<file path="config.mk">
export PLATFORM = sky130hd
export DESIGN_NAME = utc_month_find
export DESIGN_NICKNAME = d
export VERILOG_FILES = /design/src/unix_time_to_calendar_core_assert.svh /design/src/utc_pkg.sv /design/src/utc_month_find.sv
export SDC_FILE = /design/constraint.sdc
export NUM_CORES = 1
export LEC_CHECK = 0
export BUFFER_PORTS_ARGS = -buffer_cell sky130_fd_sc_hd__buf_2
export CAP_MARGIN = 20
export CORE_MARGIN = 4
export CORE_UTILIZATION = 40
export DETAILED_ROUTE_END_ITERATION = 7
export PLACE_DENSITY_LB_ADDON = 0.08
export REMOVE_ABC_BUFFERS = 1
export SLEW_MARGIN = 30
export SYNTH_ARGS = -nofsm -noshare
export SYNTH_HDL_FRONTEND = slang
export SYNTH_SLANG_ARGS = --single-unit
</file>
<file path="constraint.sdc">
create_clock -name vclk -period 7.6
set_clock_uncertainty 0.05 [all_clocks]
set_input_delay 1.52 -clock vclk [all_inputs]
set_output_delay 1.52 -clock vclk [all_outputs]
set_load 0.05 [all_outputs]
</file>
<file path="src/unix_time_to_calendar_core_assert.svh">
// Assertion macros for the calendar core.
`ifndef UNIX_TIME_TO_CALENDAR_CORE_ASSERT_SVH
`define UNIX_TIME_TO_CALENDAR_CORE_ASSERT_SVH
`ifndef SYNTHESIS
`define UTC_ASSERT(label, clk, rst_n, prop, msg) \
  label: assert property (@(posedge clk) disable iff (!rst_n) prop) else $error(msg);
`define UTC_ASSERT_ALWAYS(label, clk, prop, msg) \
  label: assert property (@(posedge clk) prop) else $error(msg);
`else
`define UTC_ASSERT(label, clk, rst_n, prop, msg)
`define UTC_ASSERT_ALWAYS(label, clk, prop, msg)
`endif
`endif

</file>
<file path="src/utc_pkg.sv">
package utc_pkg;

  localparam int TS_W    = 32;
  localparam int OFF_W   = 17;
  localparam int DAYS_W  = 15;
  localparam int TOD_W   = 17;
  localparam int DOY_W   = 9;
  localparam int YEAR_W  = 11;
  localparam int MONTH_W = 4;
  localparam int DAY_W   = 5;
  localparam int WDAY_W  = 3;
  localparam int HOUR_W  = 5;
  localparam int MIN_W   = 6;
  localparam int SEC_W   = 6;
  localparam int MINS_W  = 11;

  localparam int MONTHS = 12;
  localparam logic [YEAR_W-1:0] EPOCH_YEAR = 11'd1970;

  typedef struct packed {
    logic              err;
    logic [DAYS_W-1:0] days;
    logic [TOD_W-1:0]  tod;
  } utc_split_t;

  typedef struct packed {
    logic              err;
    logic [YEAR_W-1:0] year;
    logic              leap;
    logic [DOY_W-1:0]  doy;
    logic [WDAY_W-1:0] weekday;
    logic [HOUR_W-1:0] hour;
    logic [MINS_W-1:0] mins;
    logic [SEC_W-1:0]  second;
  } utc_date_t;

  // First day of year of each month (0 based); leap years shift from March on.
  function automatic logic [DOY_W-1:0] month_start(input logic leap,
                                                   input logic [MONTH_W-1:0] idx);
    logic [DOY_W-1:0] base;
    case (idx)
      4'd0:    base = 9'd0;
      4'd1:    base = 9'd31;
      4'd2:    base = 9'd59;
      4'd3:    base = 9'd90;
      4'd4:    base = 9'd120;
      4'd5:    base = 9'd151;
      4'd6:    base = 9'd181;
      4'd7:    base = 9'd212;
      4'd8:    base = 9'd243;
      4'd9:    base = 9'd273;
      4'd10:   base = 9'd304;
      4'd11:   base = 9'd334;
      default: base = 9'd0;
    endcase
    if (leap && (idx >= 4'd2)) begin
      base = base + 9'd1;
    end
    return base;
  endfunction

endpackage

</file>
<file path="src/utc_month_find.sv">
module utc_month_find (
  input  utc_pkg::utc_date_t                date_i,
  output logic [utc_pkg::MONTH_W-1:0]       month_o,
  output logic [utc_pkg::DAY_W-1:0]         day_o
);
  import utc_pkg::*;

  logic [MONTH_W-1:0] idx;
  logic [DOY_W-1:0]   off;

  // last month whose first day is not after the day of year
  always_comb begin
    idx = '0;
    for (int i = 1; i < MONTHS; i++) begin
      if (date_i.doy >= month_start(date_i.leap, MONTH_W'(i))) begin
        idx = MONTH_W'(i);
      end
    end
  end

  assign off     = date_i.doy - month_start(date_i.leap, idx);
  assign month_o = idx + MONTH_W'(1);
  assign day_o   = DAY_W'(off + DOY_W'(1));

endmodule

</file>
Word-level counts from Yosys, hierarchy flattened
Memories as Yosys holds them, arrays and structs flattened.
Cells that the tools add are included.

storage, ports and cells
  logic and storage cells = 40
  register bits after elaboration = 0
  bits in read-only memories = 144
  output and inout bits = 9
  memories kept = 1

operators by class
  add/sub/neg operators = 4
  reductions and logical operators = 1
  muxes and demuxes = 22
  $lt $le $gt $ge = 12

memories
  memory            depth  width  read ports  clocked after Yosys merged registers in  wr ports  line           source
  (name not given)  16     9      1           0                                        0         utc_pkg.sv:41  case (idx)

operators by type and width
  cell                                                                number
  greater-or-equal comparator 9 x 8 -> 1 bit                          4
  greater-or-equal comparator 9 bit                                   3
  two-way mux 4 bit                                                   5
  greater-or-equal comparator 9 x 7 -> 1 bit                          2
  two-way mux 3 bit                                                   6
  adder 5 x 1 -> 5 bit (second input constant)                        2
  greater-or-equal comparator 9 x 5 -> 1 bit (second input constant)  1
  greater-or-equal comparator 9 x 6 -> 1 bit                          1
  two-way mux 2 bit                                                   4
  two-way mux 1 bit                                                   6
  two-way mux 5 bit                                                   1
  subtractor 5 bit                                                    1
  adder 4 x 1 -> 4 bit (second input constant)                        1
  greater-or-equal comparator 4 x 2 -> 1 bit (second input constant)  1
  logical AND 1 bit                                                   1

Logic depth before layout (Yosys ltp)
Gate-level depths: netlist of the first run.

  depth in word-level cells = 17
  mapped depth = 22

Least setup slack after synthesis of the first run
Ideal clock, no wire load.

  path type = input to output
  from = input port date_i[34] in the netlist's numbering
  to = output port day_o[4] in the netlist's numbering
  stages on the path = 20
  path buffers = 0
  data required time = 6030 ps
  setup slack = -861 ps
  arrival = 6891 ps
  cell sequence = inv_1 > ha_1 > o31a_1 > o211ai_1 > a21oi_1 > nor2_1 > nor2b_1 > nor3_1 > ha_1 > nor2_1 > a21oi_4 > mux2_2 > ha_1 > inv_1 > ha_1 > a21o_1 > a21oi_1 > xnor2_1 > xnor2_1 > xnor2_1

on the way
  longest elaborated chain between the ends = 17

RTL lines
  element                                                                            line                          source
  from (decl)                                                                        utc_month_find.sv:2           input utc_pkg::utc_date_t date_i,
  two-way mux 3 bit                                                                  utc_pkg.sv:56                 if (leap && (idx >= 4'd2)) begin
  greater-or-equal comparator 9 x 6 -> 1 bit                                         utc_month_find.sv:15          if (date_i.doy >= month_start(date_i.leap, MONTH_W'(i))) begin
  two-way mux 2 bit (2 in a row)                                                     utc_month_find.sv:15
  two-way mux 3 bit (4 in a row)                                                     utc_month_find.sv:15
  two-way mux 4 bit (4 in a row)                                                     utc_month_find.sv:15
  memory (16 x 9 bit) or greater-or-equal comparator 4 x 2 -> 1 bit (tied branches)  -
  adder 5 x 1 -> 5 bit or logical AND 1 bit (tied branches)                          utc_pkg.sv:57, utc_pkg.sv:56
  two-way mux 5 bit *                                                                utc_pkg.sv:56
  subtractor 5 bit *                                                                 utc_month_find.sv:21          assign off = date_i.doy - month_start(date_i.leap, idx);
  adder 5 x 1 -> 5 bit *                                                             utc_month_find.sv:23          assign day_o = DAY_W'(off + DOY_W'(1));
  to (decl)                                                                          utc_month_find.sv:4           output logic [utc_pkg::DAY_W-1:0] day_o

Every way passes the cells marked *; elsewhere a longest branch is shown, timed or not.

Worst setup path in the final report of the first run
Ends and elaborated chain as after synthesis.

==> metrics.csv, run 1 <==
metric,value,unit
synth_cell_types,48,
ys_warn_count,0,
leakage,0.6391,nW
min_path_type,input port to output pin,
core,0.002455,sq mm
cts_hold_buf,0,
status,"complete, no violations",
first_global_vias,1074,
overflow,0,
initial_utilization,41.79,%
drive_gt1_share,33.14,%
finalSetupViolCount,0,
hold_viol,0,
slowest_stage,or3_4,
gp_congestion,0.8440,
cp_data_required_time,6.03,ns
start_kind,input port,
routed_via_density,5.550,
maxSlewHeadroom,63.06,%
design.die.area,0.003439,sq mm
placed_cell_area,0.001241,sq mm
grtUsageMet1,22.18,%
routed-via-count,1121,
diodes,0,
drt-wirelength-per-cell,14.34,um
ir_drop,201.7,uV
endpoint_kind,output pin,
wl,2896,um
cp_top_family,adder cells,
io_buffer_count,19,
met3_usage,0.4386,%
grt_usage,17.00,%
grt.busiest_layer,met2,
synth-seq-area-share,0,%
totalNegativeSetupSlack,0,ns
io_pins,56,
arrival,5.80,ns
grt_max_degree,14,
num-nets-final,243,
netlist_area,0.001026,sq mm
syn_area_per_cell,7.276,sq um
fin_crit_sh,96.94,%
path_common_cell,ha_1,
syn2layout_area_growth,32.93,%
grt_pass1_wl,4761,um
hold_ws,3.470,ns
tightestPinTransition,0.5490,ns
cap_violations,0,
fin_area,0.001364,sq mm
drc,0,
worstHoldStart,date_i[25],
critPathMaxStageDelay,0.39,ns
die_h,58.65,um
total_power,0.2025,mW
p_per_area,148.5,mW/mm^2
clock_buffers,0,
finish.utilization,55.56,%
drt_iter0_drc,29,
setup_ws,0.2322,ns
max_clock_freq,0.1357,GHz
dp_hpwl,2301,um
crit_type,input port to output pin,
seq_cell_count,0,
drv_slew,0,
regArea,0,sq um
cp_num_buf_inv,4,
path_cells,buf_2 -> inv_4 -> ha_4 -> inv_1 -> o31a_1 -> a21o_1 -> nand2_1 -> o22ai_1 -> and2_1 -> or3_4 -> ha_4 -> nand2b_1 -> nand2_1 -> ha_1 -> nand2_2 -> xor2_1 -> ha_1 -> ha_1 -> a21o_1 -> a21oi_2 -> xnor2_2 -> xnor2_1 -> xnor2_1 -> buf_4,
pre_cts_ws,-0.04675,ns
fin_cells,202,
dp_cells,200,
final.min_clock_period,7.368,ns
grt_antenna_before_repair,0,
syn_inst,141,
drtAntennaViolNets,0,
num_rows,18,
die_w,58.65,um
grtUsageMet2,32.06,%
critPathLaunch,date_i[34],
worst-path-max-fanout,4,
dr.pass1.iters,4,
==> cells by family after synthesis <==
| logic type | synth area share (%) |
|---|---|
| mux | 2.195 |
| buf+inv | 8.779 |
| simple gates | 24.15 |
| xor+xnor | 6.830 |
| fa+ha+maj | 27.56 |
| compound gates | 30.49 |
==> report_power, final <==
group	leakage [nW]	total (mW)	internal, mW	switching (mW)
Sequential	0	0	0	0
Clock	0	0	0	0
Combinational	0.639	0.202	0.0733	0.129
Total	0.639	0.202	0.0733	0.129
==> worst min-delay path: stages <==
cell,delay (ns)
buf_2,0.11
ha_1,0.12
buf_2,0.25
==> area by class of cell <==
| type | count | area, sq um |
|---|---|---|
| fill | 236 | 1091 |
| multi-input combinational | 120 | 1039 |
| timing repair buffer | 36 | 225.2 |
| inverter | 16 | 62.56 |
| tap | 30 | 37.54 |
==> what timing repair did <==
action                                  in CTS  in global routing
pin swaps                                    0                  7
endpoints found under the setup margin       1                  2
buffers inserted                             0                  2
cloned                                       0                  0
resized for setup                            2                 13
==> worst paths after layout <==
check / to / depth (start not counted) / slack [ns]
setup / recovery: day_o[4] / 24 / 0.23
hold / removal: day_o[0] / 3 / 3.47
==> cells in the mapped netlist, types with 2 or more instances <==
| cell type | number | area [sq um] |
|---|---|---|
| a21boi_0 | 2 | 15.01 |
| a21o_1 | 2 | 15.01 |
| a21oi_1 | 8 | 40.04 |
| and2_1 | 2 | 12.51 |
| buf_2 | 3 | 15.01 |
| ha_1 | 21 | 262.8 |
| inv_1 | 15 | 56.30 |
| mux2_2 | 2 | 22.52 |
| nand2_1 | 11 | 41.29 |
| nand2_2 | 2 | 12.51 |
| nand3_1 | 4 | 20.02 |
| nand4_1 | 2 | 12.51 |
| nor2_1 | 11 | 41.29 |
| nor2b_1 | 2 | 12.51 |
| nor3_1 | 3 | 15.01 |
| nor4_1 | 2 | 12.51 |
| o211a_1 | 2 | 20.02 |
| o211ai_1 | 5 | 37.54 |
| o21a_1 | 3 | 22.52 |
| o21ai_1 | 2 | 10.01 |
| o21bai_1 | 2 | 15.01 |
| o31ai_1 | 2 | 15.01 |
| or3_1 | 2 | 12.51 |
| xnor2_1 | 6 | 52.55 |
| xor2_1 | 2 | 17.52 |
==> placed cells by master, fill, tap and decap left out, types with 3 or more instances in the layout <==
master,instances
buf_2,18
buf_4,18
ha_1,16
inv_1,14
nand2_1,11
nor2_1,11
a21oi_1,7
xnor2_1,5
o211ai_1,5
ha_4,5
nand3_1,4
o21a_1,3
nor3_1,3
==> routing by layer <==
| metal | wire length (um) | vias to the layer above | share of wire [%] |
|---|---|---|---|
| met5 | 0 | - | 0 |
| met1 | 1308 | 526 | 45 |
| met3 | 96 | 0 | 3.3 |
| met2 | 1492 | 18 | 52 |
| met4 | 0 | 0 | 0 |
| li1 | - | 577 | - |
Power figures use the tool's default switching activity.
==> inputs of run 2 (changes only) <==
--- a/config.mk
+++ b/config.mk
@@ -11,4 +11,5 @@
 export CORE_UTILIZATION = 40
 export DETAILED_ROUTE_END_ITERATION = 7
+export GPL_TIMING_DRIVEN = 0
 export PLACE_DENSITY_LB_ADDON = 0.08
 export REMOVE_ABC_BUFFERS = 1
==> constraint.sdc (replaced) <==
create_clock -name vclk -period 7.6
set_clock_uncertainty 0.05 [all_clocks]
set_input_delay 0.38 -clock vclk [all_inputs]
set_output_delay 0.38 -clock vclk [all_outputs]
set_load 0.05 [all_outputs]
==> run 2 against run 1 <==
Total power decreased by 14%. Sequential share of layout area unchanged. Cell count decreased by 8.4%. Clock-buffer cell count unchanged. Via count decreased by 7.1%. Design area decreased by 17%. Worst hold slack got worse by 2.3 ns. Non-clock buffer count decreased by 17. Combinational power decreased by 14%. Maximum frequency increased by 32%. Critical path type unchanged. Largest power group unchanged.
==> metrics.csv, run 2 (synthesis gave the netlist of run 1 again) <==
metric,value,unit
grt_pass1_wl,4291,um
grt_usage,15.07,%
io_buffer_count,19,
clock_buffers,0,
final.min_clock_period,5.567,ns
drive_gt1_share,18.71,%
totalNegativeSetupSlack,0,ns
hold_viol,0,
gp_congestion,0.7829,
core,0.002455,sq mm
rsz0062_at_grt,false,
routed_via_density,5.627,
p_per_area,154.0,mW/mm^2
tightestPinTransition,0.4710,ns
cp_data_required_time,7.17,ns
crit_type,input port to output pin,
first_global_vias,969,
maxSlewHeadroom,68.36,%
drt-wirelength-per-cell,13.44,um
num_rows,18,
wl,2486,um
grt_antenna_before_repair,0,
start_kind,input port,
status,"complete, no violations",
seq_cell_count,0,
multi_input_area,935.9,sq um
ir_drop,196.7,uV
regArea,0,sq um
cap_violations,0,
final_common_cell,ha_1,
io_pins,56,
overflow,0,
initial_utilization,41.79,%
die_w,58.65,um
post_cts_buffers,0,
min_path_type,input port to output pin,
ctsResizeCount,0,
most-common-layout-cells,"21 x ha_1, 19 x buf_2, 15 x inv_1",
num-nets-final,226,
drt_iter0_drc,36,
design.die.area,0.003439,sq mm
worst-path-max-fanout,6,
routed-via-count,1041,
nFillCells,276,
syn2layout_area_growth,10.00,%
cts_hold_buf,0,
diodes,0,
endpoint_kind,output pin,
leakage,0.5462,nW
dr.pass1.iters,4,
grt_max_degree,14,
hold_ws,1.182,ns
drtAntennaViolNets,0,
die_h,58.65,um
fin_crit_sh,73.25,%
drc,0,
max_clock_freq,0.1796,GHz
arrival,5.14,ns
drv_slew,0,
dp_hpwl,2036,um
finalSetupViolCount,0,
==> run 2: worst paths after layout <==
path / slack [ns] / from / cells after the start / to
max: 2.03 / date_i[34] / 24 / day_o[4]
min: 1.18 / date_i[25] / 3 / day_o[0]
==> run 2: where the power goes <==
group          total [mW]  internal (mW)  switching [mW]
clock network           0              0               0
logic               0.174         0.0538           0.120
registers               0              0               0
total               0.174         0.0538           0.120
==> run 2: routing by layer <==
layer  wire [um]  track usage [%]  up-vias
met5           0                0        -
met4           0           0.3236        0
met3         113           0.2193        0
met2        1191            26.00       25
met1        1182            22.18      473
li1            -                -      543
==> run 2: critical path, stage by stage <==
cell and delay, ns:
buf_2 0.11, inv_1 0.13, ha_1 0.40, nor2b_1 0.08, o31a_1 0.33, o211ai_1 0.20, a21oi_1 0.12, nor2_1 0.23
nor2b_1 0.10, or3_1 0.34, ha_1 0.35, nand2b_1 0.18, nand2_1 0.09, ha_1 0.16, nand2_2 0.06, xor2_1 0.17
ha_1 0.30, ha_1 0.30, a21o_1 0.18, a21oi_1 0.17, xnor2_1 0.16, xnor2_1 0.16, xnor2_1 0.13, buf_2 0.27
==> run 2: stage by stage <==
stage	util (%)	setup slack, ns	cells	area, sq um	power [mW]
6_report	45.97	2.033	185	1129	0.1738
5_1_grt	45.97	1.601	185	1129	0.1910
4_1_cts	45.97	1.998	185	1129	0.1753
2_1_floorplan	-	1.419	136	996.0	0.1394
3_3_place_gp	45.97	2.050	185	1129	0.1725
3_5_place_dp	45.97	2.009	185	1129	0.1745
==> run 2: cell type report <==
type                            instances  area share [%]
Inverter                               16           5.322
Tap cell                               30           3.326
Timing Repair Buffer                   19           8.426
Multi-Input combinational cell        120           82.93
